**config.mk**
```make
export PLATFORM = sky130hd
export DESIGN_NAME = alarm_table_with_snooze_top
export DESIGN_NICKNAME = d
export VERILOG_FILES = /design/src/sv/atws_pkg.sv /design/src/sv/atws_cell.sv /design/src/sv/alarm_table_with_snooze_top.sv
export SDC_FILE = /design/constraint.sdc
export NUM_CORES = 1
export LEC_CHECK = 0
export BUFFER_PORTS_ARGS = -buffer_cell sky130_fd_sc_hd__clkbuf_2
export CORE_ASPECT_RATIO = 1.5
export CORE_MARGIN = 5
export CORE_UTILIZATION = 60
export CTS_BUF_LIST = sky130_fd_sc_hd__clkbuf_16
export DETAILED_ROUTE_END_ITERATION = 8
export GPL_TIMING_DRIVEN = 1
export PLACE_DENSITY = 0.77
export SLEW_MARGIN = 20
export SYNTH_ARGS = -nofsm -noshare
export SYNTH_HDL_FRONTEND = slang
export SYNTH_SLANG_ARGS = --single-unit
export TNS_END_PERCENT = 1
```
**constraint.sdc**
```tcl
create_clock -name clk -period 9.1 [get_ports clk]
set_clock_uncertainty 0.1 [all_clocks]
set_input_delay 1.365 -clock clk [delete_from_list [all_inputs] [get_ports clk]]
set_output_delay 1.365 -clock clk [all_outputs]
set_load 0.1 [all_outputs]
```
**src/sv/atws_pkg.sv**
```systemverilog
// ----------------------------------------------------------------------------
// Alarm table package
// Shared widths, result codes, cell interface structs and the time helper
// used by the alarm cells and the top level.
// ----------------------------------------------------------------------------
package atws_pkg;

	// Table size and derived widths.
	localparam int NUM_ALARMS  = 16;
	localparam int CNT_W       = $clog2(NUM_ALARMS + 1);
	localparam int MASK_W      = 16;
	localparam int MAX_RESULTS = 16;
	localparam int RCNT_W      = $clog2(MAX_RESULTS + 1);

	// Field widths.
	localparam int HOUR_W = 5;
	localparam int MIN_W  = 6;
	localparam int SLOT_W = 4;
	localparam int EV_W   = 2;

	// Time constants.
	localparam logic [3:0]        SNOOZE_STEP  = 4'd10;
	localparam logic [MIN_W-1:0]  MIN_PER_HOUR = 6'd60;
	localparam logic [HOUR_W-1:0] HR_PER_DAY   = 5'd24;

	// Result codes.
	localparam logic [EV_W-1:0] EV_TRIGGERED = 2'd0;
	localparam logic [EV_W-1:0] EV_ADDED     = 2'd1;
	localparam logic [EV_W-1:0] EV_REJ_FULL  = 2'd2;
	localparam logic [EV_W-1:0] EV_REJ_TIME  = 2'd3;

	// Input kind codes.
	localparam logic KIND_ADD  = 1'b0;
	localparam logic KIND_TICK = 1'b1;

	// Time of day.
	typedef struct packed {
		logic [HOUR_W-1:0] hour;
		logic [MIN_W-1:0]  minute;
	} tod_t;

	// Control from the walker to every cell.
	typedef struct packed {
		logic shift;   // move the walk token one cell on
		logic clear;   // drop the walk token
		logic commit;  // apply snooze or dismiss in the token cell
	} cell_ctl_t;

	// What a cell reports while it holds the token.
	typedef struct packed {
		logic              fire;
		logic [HOUR_W-1:0] hour;
		logic [MIN_W-1:0]  minute;
		logic              snz;
	} cell_fire_t;

	// One result word before it goes out.
	typedef struct packed {
		logic [EV_W-1:0]   event_res;
		logic [SLOT_W-1:0] slot;
		logic [HOUR_W-1:0] hour;
		logic [MIN_W-1:0]  minute;
		logic              snz;
	} res_t;

	// Add a few minutes (less than an hour) to a valid time, wrapping at the
	// hour and at midnight.
	function automatic tod_t tod_add(input tod_t t, input logic [3:0] inc);
		logic [MIN_W:0] sum;
		tod_t           r;
		sum = {1'b0, t.minute} + {3'b000, inc};
		r   = t;
		if (sum >= {1'b0, MIN_PER_HOUR}) begin
			r.minute = MIN_W'(sum - {1'b0, MIN_PER_HOUR});
			if (t.hour == HR_PER_DAY - 5'd1) begin
				r.hour = '0;
			end else begin
				r.hour = t.hour + 5'd1;
			end
		end else begin
			r.minute = MIN_W'(sum);
		end
		return r;
	endfunction

endpackage

```
**src/sv/atws_cell.sv**
```systemverilog
// ----------------------------------------------------------------------------
// Alarm cell
// Holds one table slot and one stage of the walk token chain. While it holds
// the token it compares its alarm with the current time and, on commit,
// snoozes or dismisses a snoozeable alarm that fires.
// ----------------------------------------------------------------------------
module atws_cell (
	input  logic                          clk,
	input  logic                          arst_n,
	input  atws_pkg::cell_ctl_t           ctl,
	input  logic                          tok_in,
	output logic                          tok_q,
	input  logic                          wr,
	input  atws_pkg::tod_t                wr_time,
	input  logic                          wr_snz,
	input  atws_pkg::tod_t                now,
	input  logic                          snooze,
	output atws_pkg::cell_fire_t          fire
);

	atws_pkg::tod_t alarm_q;
	logic           snz_q;
	logic           en_q;

	// The token moves along the chain one cell per step.
	always_ff @(posedge clk or negedge arst_n) begin
		if (!arst_n) begin
			tok_q <= 1'b0;
		end else if (ctl.clear) begin
			tok_q <= 1'b0;
		end else if (ctl.shift) begin
			tok_q <= tok_in;
		end
	end

	// Report only while this cell holds the token; otherwise drive zeros so
	// the outputs of all cells can be merged by OR.
	always_comb begin
		fire.fire   = tok_q && en_q && (alarm_q == now);
		fire.hour   = tok_q ? alarm_q.hour : '0;
		fire.minute = tok_q ? alarm_q.minute : '0;
		fire.snz    = tok_q ? snz_q : 1'b0;
	end

	// Slot contents: written by an add, changed by a committed firing.
	always_ff @(posedge clk) begin
		if (wr) begin
			alarm_q <= wr_time;
			snz_q   <= wr_snz;
			en_q    <= 1'b1;
		end else if (ctl.commit && fire.fire && snz_q) begin
			if (snooze) begin
				alarm_q <= atws_pkg::tod_add(alarm_q, atws_pkg::SNOOZE_STEP);
			end else begin
				en_q <= 1'b0;
			end
		end
	end

endmodule

```
**src/sv/alarm_table_with_snooze_top.sv**
```systemverilog
// ----------------------------------------------------------------------------
// Alarm table with snooze
// Keeps the time of day and a table of alarms in a chain of cells. Add words
// store alarms; tick words walk the table, report firing alarms, snooze or
// dismiss the snoozeable ones and advance the clock by one minute.
//
//   Channel  Dir  Signals                      Contents
//   s_*      in   tvalid tready tdata tuser    add or tick word
//   m_*      out  tvalid tready tdata tuser    result word, tlast on the final
//                 tlast                        result of each input word
//
// An add is accepted, then its result is handed off. A tick is accepted, the
// token walks the cell chain one stored alarm per step, and the final result,
// if any, is handed off. A stalled output holds the walk only when a second
// result is ready behind the one already waiting. Reset clears the clock and
// the alarm count; slot contents are meaningful only once written.
// ----------------------------------------------------------------------------
module alarm_table_with_snooze_top (
	input  logic        clk,
	input  logic        arst_n,
	input  logic        s_tvalid,
	output logic        s_tready,
	input  logic [31:0] s_tdata,  // alarm_hour, alarm_minute, is_snoozeable, snooze_mask, pad
	input  logic        s_tuser,  // kind
	output logic        m_tvalid,
	input  logic        m_tready,
	output logic [15:0] m_tdata,  // slot, fire_hour, fire_minute, was_snoozeable
	output logic [1:0]  m_tuser,  // event_res
	output logic        m_tlast
);

	localparam int N = atws_pkg::NUM_ALARMS;

	localparam logic [1:0] ST_IDLE  = 2'd0;
	localparam logic [1:0] ST_WALK  = 2'd1;
	localparam logic [1:0] ST_FLUSH = 2'd2;

	logic [1:0]                      state_q;
	atws_pkg::tod_t                  now_q;
	logic [atws_pkg::CNT_W-1:0]      count_q;
	logic [atws_pkg::CNT_W-1:0]      idx_q;
	logic [atws_pkg::CNT_W-1:0]      idx_next;
	logic [atws_pkg::RCNT_W-1:0]     rcnt_q;
	logic [atws_pkg::MASK_W-1:0]     mask_q;
	atws_pkg::res_t                  hold_q;
	logic                            hold_v_q;
	atws_pkg::res_t                  out_q;
	logic                            out_last_q;
	logic                            out_v_q;

	// Input word fields.
	atws_pkg::tod_t                  in_time;
	logic                            in_snz;
	logic [atws_pkg::MASK_W-1:0]     in_mask;
	logic                            in_take;
	logic                            add_take;
	logic                            tick_take;
	logic                            add_full;
	logic                            add_bad;
	logic                            add_ok;

	// Walk control.
	logic                            can_push;
	logic                            fire_take;
	logic                            need_push;
	logic                            walk_step;
	logic                            walk_end;
	logic                            start;
	atws_pkg::cell_ctl_t             ctl;
	logic [N-1:0]                    tok;
	atws_pkg::cell_fire_t            cell_out [N];
	atws_pkg::cell_fire_t            bus;
	atws_pkg::res_t                  trig_res;

	assign in_time.hour   = s_tdata[4:0];
	assign in_time.minute = s_tdata[10:5];
	assign in_snz         = s_tdata[11];
	assign in_mask        = s_tdata[27:12];

	assign s_tready  = (state_q == ST_IDLE);
	assign in_take   = s_tvalid && s_tready;
	assign add_take  = in_take && (s_tuser == atws_pkg::KIND_ADD);
	assign tick_take = in_take && (s_tuser == atws_pkg::KIND_TICK);

	// Add checks: a full table wins over a bad time.
	assign add_full = (count_q >= atws_pkg::CNT_W'(N));
	assign add_bad  = (in_time.hour >= atws_pkg::HR_PER_DAY) ||
	                  (in_time.minute >= atws_pkg::MIN_PER_HOUR);
	assign add_ok   = add_take && !add_full && !add_bad;

	// Walk stepping: stall only when a second result needs the output register.
	assign can_push  = !out_v_q || m_tready;
	assign fire_take = bus.fire && (rcnt_q < atws_pkg::RCNT_W'(atws_pkg::MAX_RESULTS));
	assign need_push = fire_take && hold_v_q;
	assign walk_step = (state_q == ST_WALK) && (!need_push || can_push);
	assign idx_next  = idx_q + 1'b1;
	assign walk_end  = walk_step && (idx_next == count_q);
	assign start     = tick_take && (count_q != '0);

	assign ctl.shift  = start || (walk_step && !walk_end);
	assign ctl.clear  = walk_end;
	assign ctl.commit = walk_step;

	// Chain of alarm cells.
	for (genvar i = 0; i < N; i++) begin : g_cell
		logic tok_in;
		logic snooze;
		if (i == 0) begin : g_head
			assign tok_in = start;
		end else begin : g_link
			assign tok_in = tok[i-1];
		end
		if (i < atws_pkg::MASK_W) begin : g_mask
			assign snooze = mask_q[i];
		end else begin : g_nomask
			assign snooze = 1'b0;
		end
		atws_cell u_cell (
			.clk     (clk),
			.arst_n  (arst_n),
			.ctl     (ctl),
			.tok_in  (tok_in),
			.tok_q   (tok[i]),
			.wr      (add_ok && (count_q == atws_pkg::CNT_W'(i))),
			.wr_time (in_time),
			.wr_snz  (in_snz),
			.now     (now_q),
			.snooze  (snooze),
			.fire    (cell_out[i])
		);
	end

	// Only the token cell can report, so the cell outputs merge by OR.
	always_comb begin
		bus = '0;
		for (int i = 0; i < N; i++) begin
			bus = atws_pkg::cell_fire_t'(bus | cell_out[i]);
		end
	end

	always_comb begin
		trig_res.event_res = atws_pkg::EV_TRIGGERED;
		trig_res.slot      = atws_pkg::SLOT_W'(idx_q);
		trig_res.hour      = bus.hour;
		trig_res.minute    = bus.minute;
		trig_res.snz       = bus.snz;
	end

	// Sequencer, clock of day, alarm count and the pending result.
	always_ff @(posedge clk or negedge arst_n) begin
		if (!arst_n) begin
			state_q  <= ST_IDLE;
			now_q    <= '0;
			count_q  <= '0;
			idx_q    <= '0;
			rcnt_q   <= '0;
			hold_v_q <= 1'b0;
		end else begin
			case (state_q)
				ST_IDLE: begin
					if (add_take) begin
						hold_v_q <= 1'b1;
						state_q  <= ST_FLUSH;
						if (add_ok) begin
							count_q <= count_q + 1'b1;
						end
					end else if (tick_take) begin
						idx_q  <= '0;
						rcnt_q <= '0;
						if (count_q == '0) begin
							now_q   <= atws_pkg::tod_add(now_q, 4'd1);
							state_q <= ST_FLUSH;
						end else begin
							state_q <= ST_WALK;
						end
					end
				end
				ST_WALK: begin
					if (walk_step) begin
						if (fire_take) begin
							hold_v_q <= 1'b1;
							rcnt_q   <= rcnt_q + 1'b1;
						end
						if (walk_end) begin
							now_q   <= atws_pkg::tod_add(now_q, 4'd1);
							state_q <= ST_FLUSH;
						end else begin
							idx_q <= idx_next;
						end
					end
				end
				ST_FLUSH: begin
					if (!hold_v_q) begin
						state_q <= ST_IDLE;
					end else if (can_push) begin
						hold_v_q <= 1'b0;
						state_q  <= ST_IDLE;
					end
				end
				default: begin
					state_q <= ST_IDLE;
				end
			endcase
		end
	end

	// Pending result payload and the captured snooze mask.
	always_ff @(posedge clk) begin
		if (tick_take) begin
			mask_q <= in_mask;
		end
		if (add_take) begin
			if (add_full) begin
				hold_q <= '{event_res: atws_pkg::EV_REJ_FULL, default: '0};
			end else if (add_bad) begin
				hold_q <= '{event_res: atws_pkg::EV_REJ_TIME, default: '0};
			end else begin
				hold_q.event_res <= atws_pkg::EV_ADDED;
				hold_q.slot      <= atws_pkg::SLOT_W'(count_q);
				hold_q.hour      <= in_time.hour;
				hold_q.minute    <= in_time.minute;
				hold_q.snz       <= in_snz;
			end
		end else if (walk_step && fire_take) begin
			hold_q <= trig_res;
		end
	end

	// Output register: a pending result leaves when a later one arrives
	// (not last) or when the flush finds it (last).
	always_ff @(posedge clk or negedge arst_n) begin
		if (!arst_n) begin
			out_v_q <= 1'b0;
		end else if ((walk_step && need_push) ||
		             ((state_q == ST_FLUSH) && hold_v_q && can_push)) begin
			out_v_q <= 1'b1;
		end else if (m_tready) begin
			out_v_q <= 1'b0;
		end
	end

	always_ff @(posedge clk) begin
		if (walk_step && need_push) begin
			out_q      <= hold_q;
			out_last_q <= 1'b0;
		end else if ((state_q == ST_FLUSH) && hold_v_q && can_push) begin
			out_q      <= hold_q;
			out_last_q <= 1'b1;
		end
	end

	assign m_tvalid = out_v_q;
	assign m_tuser  = out_q.event_res;
	assign m_tdata  = {out_q.snz, out_q.minute, out_q.hour, out_q.slot};
	assign m_tlast  = out_last_q;

endmodule
```
### After elaboration in Yosys (flattened, before gate mapping)

Cells that the tools add are included.

* bits in registers: 307
* output and inout bits: 21

* add/sub/neg operators: 54
* magnitude comparators: 21
* equal/unequal tests: 61
* muxes and demuxes: 215
* bitwise gates (word level): 32
* reductions and logical operators: 216

Operators by type and width (count)
* two-way mux 11 bit: 53
* two-way mux 5 bit: 56
* two-way mux 6 bit: 33
* OR 13 bit: 15
* == test 11 bit: 16
* >= comparator 7 x 6 -> 1 bit (second input constant): 17
* adder 6 x 4 -> 7 bit (second input constant): 16
* two-way mux 18 bit: 6
* nonzero test 2 bit: 53
* subtractor 6 bit (second input constant): 17
* adder 5 x 1 -> 5 bit (second input constant): 20
* logical AND 1 bit: 95
* == test 5 bit (second input constant): 17
* AND reduction 2 bit: 32
* two-way mux 1 bit: 55
* AND reduction 3 bit: 17
* == test 5 x 4 -> 1 bit (second input constant): 8
* one-hot mux 11 bit (2 select lines): 1
* == test 5 x 3 -> 1 bit (second input constant): 4
* one-hot mux 5 bit (2 select lines): 2
* NOT 1 bit: 17
* two-way mux 2 bit: 7
* == test 5 x 2 -> 1 bit (second input constant): 2
* >= comparator 5 bit (second input constant): 2
* other kinds (22): 38

### Depth between registers and ports, before layout

Gate-level depths: netlist of run 1.

* depth in word-level cells: 28
* gate-level depth with buffers: 15
* mapped depth without buffers: 12

### Hierarchy

A second synthesis of run 1 with hierarchy kept.

* cells, all modules: 2301
* area total of the unflattened synthesis: 22145.0 sq um

By module, submodules not included
* atws_cell at g_cell[0].u_cell ...: times used 15, cells an instance 120, area each 1126.1 sq um, seq. area each 405.4 sq um
* alarm_table_with_snooze_top: times used 1, cells an instance 380, area each 4136.5 sq um, seq. area each 2332.2 sq um
* atws_cell at g_cell[9].u_cell: times used 1, cells an instance 121, area each 1117.3 sq um, seq. area each 405.4 sq um

### Worst setup path after synthesis of run 1

Ideal clock, no wire load.

* path kind: reg2reg
* from: reg state_q[0]
* to: reg g_cell[13].u_cell.alarm_q[10] in the netlist's numbering (enable)
* arrival: 3339 ps
* data required time: 8626 ps
* slack: 5287 ps
* stages on the path, launching flop included: 9
* path buffers: 3
* clock period less this slack: 3813 ps
* cell sequence: dfrtp_1 clkbuf_1 nor2_1 nand3b_1 nor2b_1 clkbuf_1 nand4_1 clkbuf_1 o21ai_0

* cells in the longest elaborated chain, start to end: 8
* elaborated cells on any way between the ends: 14
* classes of those cells: eq/ne: 1; reduce/logical: 13

RTL lines
* start: declaration: line alarm_table_with_snooze_top.sv:38 `logic [1:0] state_q;`
* start signal: assignment: line alarm_table_with_snooze_top.sv:152 `state_q <= ST_IDLE;`
* start signal: assignment: line alarm_table_with_snooze_top.sv:163 `state_q <= ST_FLUSH;`
* start signal: assignment: line alarm_table_with_snooze_top.sv:172 `state_q <= ST_FLUSH;`
* zero test 2 bit *: line alarm_table_with_snooze_top.sv:80 `assign s_tready = (state_q == ST_IDLE);`
* net s_tready: line alarm_table_with_snooze_top.sv:22 `output logic s_tready,`
* logical AND 1 bit *: line alarm_table_with_snooze_top.sv:81 `assign in_take = s_tvalid && s_tready;`
* logical AND 1 bit *: line alarm_table_with_snooze_top.sv:82 `assign add_take = in_take && (s_tuser == atws_pkg::KIND_ADD);`
* logical AND 1 bit * (2 in a row): line alarm_table_with_snooze_top.sv:89 `assign add_ok = add_take && !add_full && !add_bad;`
* logical AND 1 bit *: line alarm_table_with_snooze_top.sv:124 `.wr (add_ok && (count_q == atws_pkg::CNT_W'(i))),`
* nonzero test 2 bit (no line)
* AND reduction 3 bit (no line) *
* end signal: assignment: line atws_cell.sv:48 `alarm_q <= wr_time;`
* end signal: assignment: line atws_cell.sv:53 `alarm_q <= atws_pkg::tod_add(alarm_q, atws_pkg::SNOOZE_STEP);`
* end: declaration: line atws_cell.sv:21 `atws_pkg::tod_t alarm_q;`

Mark *: on every way through the listed nets, which the timed path passes. The rest lies on a longest branch.
A chain may end at the register's enable or synchronous reset.

### Final worst setup path of run 1

* from: reg now_q[0] in the netlist's numbering
* to: reg g_cell[1].u_cell.alarm_q[7] in the netlist's numbering (enable)

* cells in the longest elaborated chain, start to end: 26
* elaborated cells on any way between the ends: 56
* classes of those cells: eq/ne: 16; bitwise: 15; reduce/logical: 25

RTL lines
* start: declaration: line alarm_table_with_snooze_top.sv:39 `atws_pkg::tod_t now_q;`
* start signal: assignment: line alarm_table_with_snooze_top.sv:171 `now_q <= atws_pkg::tod_add(now_q, 4'd1);`
* start signal: assignment: line alarm_table_with_snooze_top.sv:185 `now_q <= atws_pkg::tod_add(now_q, 4'd1);`
* == test 11 bit: line atws_cell.sv:39 `fire.fire = tok_q && en_q && (alarm_q == now);`
* logical AND 1 bit: line atws_cell.sv:39
* OR 13 bit (15 in a row): line alarm_table_with_snooze_top.sv:137 `bus = atws_pkg::cell_fire_t'(bus | cell_out[i]);`
* logical AND 1 bit: line alarm_table_with_snooze_top.sv:93 `assign fire_take = bus.fire && (rcnt_q < atws_pkg::RCNT_W'(atws_pkg::MAX_RESULTS));`
* logical AND 1 bit: line alarm_table_with_snooze_top.sv:94 `assign need_push = fire_take && hold_v_q;`
* zero test 1 bit: line alarm_table_with_snooze_top.sv:95 `assign walk_step = (state_q == ST_WALK) && (!need_push || can_push);`
* logical OR 1 bit: line alarm_table_with_snooze_top.sv:95
* logical AND 1 bit: line alarm_table_with_snooze_top.sv:95
* logical AND 1 bit * (2 in a row): line atws_cell.sv:51 `end else if (ctl.commit && fire.fire && snz_q) begin`
* nonzero test 2 bit (no line) *
* AND reduction 3 bit (no line) *
* end signal: assignment: line atws_cell.sv:48
* end signal: assignment: line atws_cell.sv:53
* end: declaration: line atws_cell.sv:21

Every way passes the cells marked *; elsewhere a longest branch is shown, timed or not.

==> results of run 1 <==
[path summary, 6_finish.rpt]
path                            from                          end  slack [ns]  cells past startpoint
setup / recovery            now_q[0]  g_cell[1].u_cell.alarm_q[7]        4.86                     10
hold / removal             hold_q[1]                   m_tdata[9]        0.32                      0
setup reg to reg            now_q[0]  g_cell[1].u_cell.alarm_q[7]        4.86                     10
hold reg to reg            hold_q[1]                   m_tdata[9]        0.32                      0
max in group asynchronous     arst_n                     now_q[1]        7.66                      2
min in group asynchronous     arst_n       g_cell[2].u_cell.tok_q        0.78                      2
[kinds of logic (layout without fill, tap and decap cells)]
group	Yosys count	in the layout	synth area share (%)
adders and majority gates	58	58	3.650
buffers and inverters	200	204	4.493
DFF	307	307	44.35
AOI/OAI and AO/OA	473	473	16.14
muxes	39	39	2.014
xor gates and xnor gates	291	291	12.89
and+or+nand+nor	678	678	16.46
[through the flow]
stage                     setup slack (ns)  std cells
after floorplan                      5.287       2046
after global placement               4.394       2408
after detailed placement             4.406       2408
final                                4.857       2465
after CTS                            5.009       2465
after global routing                 4.681       2465
[flip-flops by register name, summed over array words and instances (netlist names), 5 cells and up]
| signal | cells |
|---|---|
| count_q | 5 |
| mask_q | 16 |
| g_cell.u_cell.alarm_q | 176 |
| hold_q | 18 |
| g_cell.u_cell.tok_q | 16 |
| rcnt_q | 5 |
| now_q | 11 |
| m_tdata | 16 |
| g_cell.u_cell.en_q | 16 |
| g_cell.u_cell.snz_q | 16 |
| idx_q | 5 |
[routing by layer]
metal  GRT usage (%)  up-vias  part of all wire (%)
li1                -     7482                     -
met1           41.26     8150                    34
met2           56.31     1074                    46
met3           7.387      394                    10
met4           26.51        0                   9.9
met5               0        -                     0
[cell type report]
class                      instances  area [um2]  share of cell area [%]
clock buffer                      31       775.7                   3.649
clock inverter                    26       260.3                   1.224
timing repair buffer              76       437.9                   2.060
multi-input combinational       1539       10180                   47.89
tap                              415       519.2                   2.443
inverter                          71       266.5                   1.254
sequential                       307        8818                   41.48
[worst max-delay path, cell delays in order, from the launching register on]
cell	delay (ns)
dfrtp_1	0.33
buf_4	0.42
xnor2_1	0.19
nand4_1	0.11
nor4_1	0.93
nor4_1	0.17
nand4_1	0.29
o211ai_2	0.18
nand2_1	0.12
buf_4	0.50
o21ai_0	0.49
[synth_stat cells (15+ instances only)]
| cell | n | area share (%) |
|---|---|---|
| xnor2_1 | 145 | 6.4 |
| nor3b_1 | 33 | 1.2 |
| nand3_1 | 88 | 2.2 |
| a22o_1 | 71 | 3.1 |
| ha_1 | 58 | 3.6 |
| and2_1 | 18 | 0.57 |
| nand2_1 | 249 | 4.7 |
| mux2i_1 | 31 | 1.6 |
| a221oi_1 | 48 | 2.1 |
| edfxtp_1 | 244 | 37 |
| xor2_1 | 144 | 6.3 |
| a21oi_1 | 121 | 3.0 |
| dfrtp_1 | 46 | 5.8 |
| nor4_1 | 52 | 1.6 |
| clkbuf_1 | 86 | 1.6 |
| o21ai_0 | 107 | 2.7 |
| dfxtp_1 | 17 | 1.7 |
| buf_4 | 15 | 0.57 |
| nand2b_1 | 17 | 0.53 |
| inv_1 | 68 | 1.3 |
| a32o_1 | 18 | 0.91 |
| o31ai_1 | 26 | 0.98 |
| nand4_1 | 45 | 1.4 |
| nor2_1 | 126 | 2.4 |
[where the power goes]
part / leakage, nW / total, W / switching [W] / internal (W)
registers: 2.68 / 0.00178 / 0.000177 / 0.00160
clock network: 0.516 / 0.00132 / 0.000562 / 0.000761
logic: 4.22 / 0.00115 / 0.000752 / 0.000399
total: 7.41 / 0.00425 / 0.00149 / 0.00276
==> impl_metrics.py, run 1 <==
metrics = {
    "status": {
        "outcome": "finished clean",
    },
    "floorplanning": {
        "die_h_um": 233.0,
        "design.core.area_mm2": 0.03274,
        "die_area_mm2": 0.03696,
        "initial_core_util_pct": 60.74,
        "std_cell_rows": 81,
        "die_w_um": 158.6,
        "io_pins": 58,
    },
    "synth": {
        "synth_flop_cell": "edfxtp_1",
        "ys_seq_elements": 307,
        "syn_area_mm2": 0.01988,
        "async_flop_share_pct": 14.98,
        "syn_nets": 2141,
        "synth_cell_type_count": 67,
        "yosysWarningCount": 0,
        "synth_edf_count": 244,
        "synth_seq_area_share_pct": 44.35,
        "syn_inst": 2046,
        "avgSynthCellArea_um2": 9.719,
    },
    "power": {
        "ir_worst_vdd_mv": 0.1545,
        "total_power_w": 0.004253,
        "leakage_nw": 7.410,
        "power_density_mw_per_mm2": 200.1,
    },
    "cts": {
        "root_buffer": "clkbuf_16",
        "post_cts_buffers": 0,
        "htree_levels": 1,
        "post_cts_resized": 0,
        "cts_hold_buf": 0,
        "cts_buffers": 31,
        "clk_latency_ns": 0.58,
        "numClockSinks": 307,
        "path_clk_slew_ns": 0.06,
        "cts_tree": "built",
        "cts_buffer_depth": 3,
    },
    "sta": {
        "hold_ws_ns": 0.3159,
        "period_needed_ns": 4.243,
        "setup_viol": 0,
        "tightestPinTransition_ns": 1.152,
        "relSlewSlack_pct": 23.20,
        "finalSetupTns_ns": 0,
        "rsz0062_at_grt": "false",
        "maxSlewViolCount": 0,
        "timing_hold_violations_final": 0,
        "clock.fmax_mhz": 235.7,
        "period_share_pct": 46.63,
    },
    "critical_path": {
        "worstPathArrival_ns": 4.34,
        "critical_path_peak_fanout": 38,
        "crit_required_ns": 9.20,
        "cp-end-kind": "register",
        "crit_type": "reg2reg",
        "critPathLaunchType": "register",
    },
    "routing": {
        "drt_first_iter_violations": 1960,
        "via_per_inst": 6.937,
        "wl_per_cell_um": 26.70,
        "ant_nets": 0,
        "vias": 17100,
        "finalWirelength_um": 65810,
        "firstDrtPassIters": 7,
        "drc": 0,
    },
    "cells_and_area": {
        "antenna_cells": 0,
        "design_area_mm2": 0.02126,
        "final_common_cell": "nand2_1",
        "fillCellCount": 2632,
        "drive_gt1_share_pct": 6.878,
        "final_core_util_pct": 64.94,
        "finalNetCount": 2121,
        "final_cell_mix": "nand2_1, edfxtp_1, xnor2_1",
        "area_delta_synth_final_pct": 6.909,
    },
    "grt": {
        "grt_max_degree": 47,
        "grtUsageTotal_pct": 35.30,
        "antenna_found_initial": 0,
        "first_global_vias": 16620,
        "grt.overflow.total": 0,
        "grt_pass1_wl_um": 98260,
    },
    "placed_design": {
        "place_area_mm2": 0.02022,
        "hpwl_um": 45330,
        "io_buffers": 53,
        "place.gp.congestion": 1.010,
    },
    "worst_hold_path": {
        "hold_path_class": "reg2reg",
    },
    "job": {
        "cap_violations": 0,
    },
}
Power figures use the tool's default switching activity.
==> inputs of run 2 (changes only) <==
- clock period: 9.1 -> 4.1 ns (I/O delays scaled with it)
==> run 2 against run 1 <==
Power up 120%. Worst setup slack got worse by 4.8 ns. Clock power rose by 110%. Critical path depth unchanged. Hold slack worse by 0.29 ns. Register-to-register slack lost 4.8 ns. Cell area rose by 4.2%. Sequential share of layout area fell by 1.7 points. Sequential cell count did not move. Critical path type unchanged. Highest routed layer unchanged.
==> impl_metrics.py, run 2 (synthesis gave the netlist of run 1 again) <==
metrics = {
    "power": {
        "p_clk_share_pct": 29.0,
        "combPwrFrac_pct": 31.6,
        "switching_share_pct": 35.56,
        "intPower_w": 0.006149,
        "power_density_mw_per_mm2": 430.6,
        "pwr-share-seq_pct": 39.4,
        "total_power_w": 0.009543,
        "switching_power_w": 0.003394,
        "leakage_nw": 7.951,
        "ir_worst_vdd_mv": 0.3391,
    },
    "critical_path": {
        "critPathLaunchType": "register",
        "critical_path_peak_fanout": 18,
        "path_cells": "buf_4 > xor2_1 > nor4_1 > and3_1 > nor4_1 > nand4_1 > o211ai_2 > nand2_1 > buf_12 > o21ai_0",
        "crit_path_top_delay_cell": "dfrtp_1",
        "critPathBufInv": 2,
        "reg2reg_depth": 10,
        "r2r_slack_ns": 0.08,
        "cp-end-kind": "register",
        "regToRegEndpoint": "g_cell[0].u_cell.alarm_q[2]",
        "worstPathArrival_ns": 4.15,
        "crit_required_ns": 4.24,
        "r2r-start": "now_q[2]",
        "crit_family": "simple AND/OR/NAND/NOR gates",
        "slowest_delay_ns": 0.73,
        "crit_type": "reg2reg",
        "path_common_cell": "nor4_1",
    },
    "cts": {
        "path_clk_slew_ns": 0.07,
        "clk_latency_ns": 0.62,
        "cts_hold_buf": 0,
        "post_cts_resized": 1,
        "htree_levels": 1,
        "cts_buffer_depth": 3,
        "cts_buffers": 31,
        "post_cts_buffers": 0,
        "cts_tree": "built",
        "root_buffer": "clkbuf_16",
        "numClockSinks": 307,
    },
    "worst_hold_path": {
        "hold_path_class": "in2async",
    },
    "placed_design": {
        "place_inst": 2516,
        "place_area_mm2": 0.02119,
        "place.gp.congestion": 1.088,
        "hpwl_um": 51810,
        "io_buffers": 53,
    },
    "sta": {
        "tightestPinTransition_ns": 0.8398,
        "timing_hold_violations_final": 0,
        "period_needed_ns": 4.017,
        "finalSetupTns_ns": 0,
        "period_share_pct": 97.98,
        "setup_viol": 0,
        "rsz0062_at_grt": "true",
        "clock.fmax_mhz": 248.9,
        "maxSlewViolCount": 0,
        "relSlewSlack_pct": 44.02,
    },
    "grt": {
        "grt_max_degree": 47,
        "grt_pass1_wl_um": 104700,
        "first_global_vias": 17290,
        "grt.overflow.total": 0,
        "antenna_found_initial": 1,
        "grtUsageTotal_pct": 37.96,
    },
    "cells_and_area": {
        "final_common_cell": "nand2_1",
        "stdcell_count": 2574,
        "final_cell_mix": "nand2_1, edfxtp_1, xnor2_1",
        "top_regs": "g_cell.u_cell.alarm_q (176), hold_q (18)",
        "top_register": "g_cell.u_cell.alarm_q",
        "finalNetCount": 2229,
        "area_delta_synth_final_pct": 11.45,
        "antenna_cells": 0,
        "fillCellCount": 2547,
        "largest_register_ffs": 176,
        "drive_gt1_share_pct": 11.44,
        "design_area_mm2": 0.02216,
    },
    "job": {
        "cap_violations": 0,
    },
    "floorplanning": {
        "die_w_um": 158.6,
        "initial_core_util_pct": 60.74,
        "io_pins": 58,
        "std_cell_rows": 81,
        "die_h_um": 233.0,
        "die_area_mm2": 0.03696,
        "design.core.area_mm2": 0.03274,
    },
    "routing": {
        "vias": 17540,
        "finalWirelength_um": 70370,
        "ant_nets": 0,
        "drt_first_iter_violations": 2095,
        "via_per_inst": 6.815,
        "wl_per_cell_um": 27.34,
        "firstDrtPassIters": 5,
        "drc": 0,
    },
    "status": {
        "outcome": "finished clean",
    },
}
-- run 2: changes by cell type in the layout (fill, tap and decap cells not counted), moves of 3 or more --
cell,before,now
o21ai_0,107,85
buf_12,0,12
clkinv_2,5,8
buf_4,23,119
o21ai_1,5,26
bufinv_16,5,2
clkinvlp_4,4,0
clkinv_1,8,13
-- run 2: worst reg2reg max path, cell delays in order (launching register included) --
cell and delay, ns:
dfrtp_1 0.73, buf_4 0.40, xor2_1 0.19, nor4_1 0.06
and3_1 0.18, nor4_1 0.23, nand4_1 0.37, o211ai_2 0.35
nand2_1 0.20, buf_12 0.24, o21ai_0 0.63
-- run 2: how the worst max path moves through the flow --
stage,start,to,slack (ns),depth (start not counted)
floorplan,state_q[0],g_cell[13].u_cell.alarm_q[10],0.29,8
global placement,now_q[2],g_cell[9].u_cell.tok_q,0.16,10
detailed placement,now_q[2],g_cell[8].u_cell.alarm_q[7],-0.005,11
CTS,now_q[7],g_cell[4].u_cell.alarm_q[6],0.09,10
global route,now_q[2],g_cell[0].u_cell.alarm_q[8],-0.02,10
finish,now_q[2],g_cell[0].u_cell.alarm_q[2],0.08,10
-- run 2: cell type report --
| type | instances | area [um2] | area share, % |
|---|---|---|---|
| sequential | 307 | 8818 | 39.79 |
| timing repair buffer | 184 | 1399 | 6.312 |
| clock inverter | 27 | 180.2 | 0.8131 |
| multi-input combinational | 1539 | 10200 | 46.03 |
| inverter | 71 | 266.5 | 1.203 |
| tap | 415 | 519.2 | 2.343 |
| clock buffer | 31 | 775.7 | 3.501 |
-- run 2: power groups by stage --
stage	registers, W	clock network [W]	logic [W]
finish	0.00376	0.00277	0.00301
CTS	0.00375	0.00278	0.00290
global placement	0.00381	0	0.00285
floorplan	0.00390	0	0.00173
global route	0.00377	0.00292	0.00309
detailed placement	0.00381	0	0.00289
-- run 2: per-layer routing --
metal  track usage (%)  wire, um  vias to the layer above
met5                 0         0                        -
met4             30.38      7632                        0
met3             7.090      7183                      426
met2             60.57     32330                     1166
met1             44.07     23230                     8263
li1                  -         -                     7686
-- run 2: stage by stage --
step	util [%]	hold WS, ns	setup WS [ns]
after floorplan	-	0.2194	0.2874
final	67.69	0.02860	0.08284
after global routing	67.69	0.07577	-0.02214
after global placement	64.71	0.3005	0.1584
after detailed placement	64.73	0.3045	-0.005088
after CTS	67.65	0.06350	0.09381
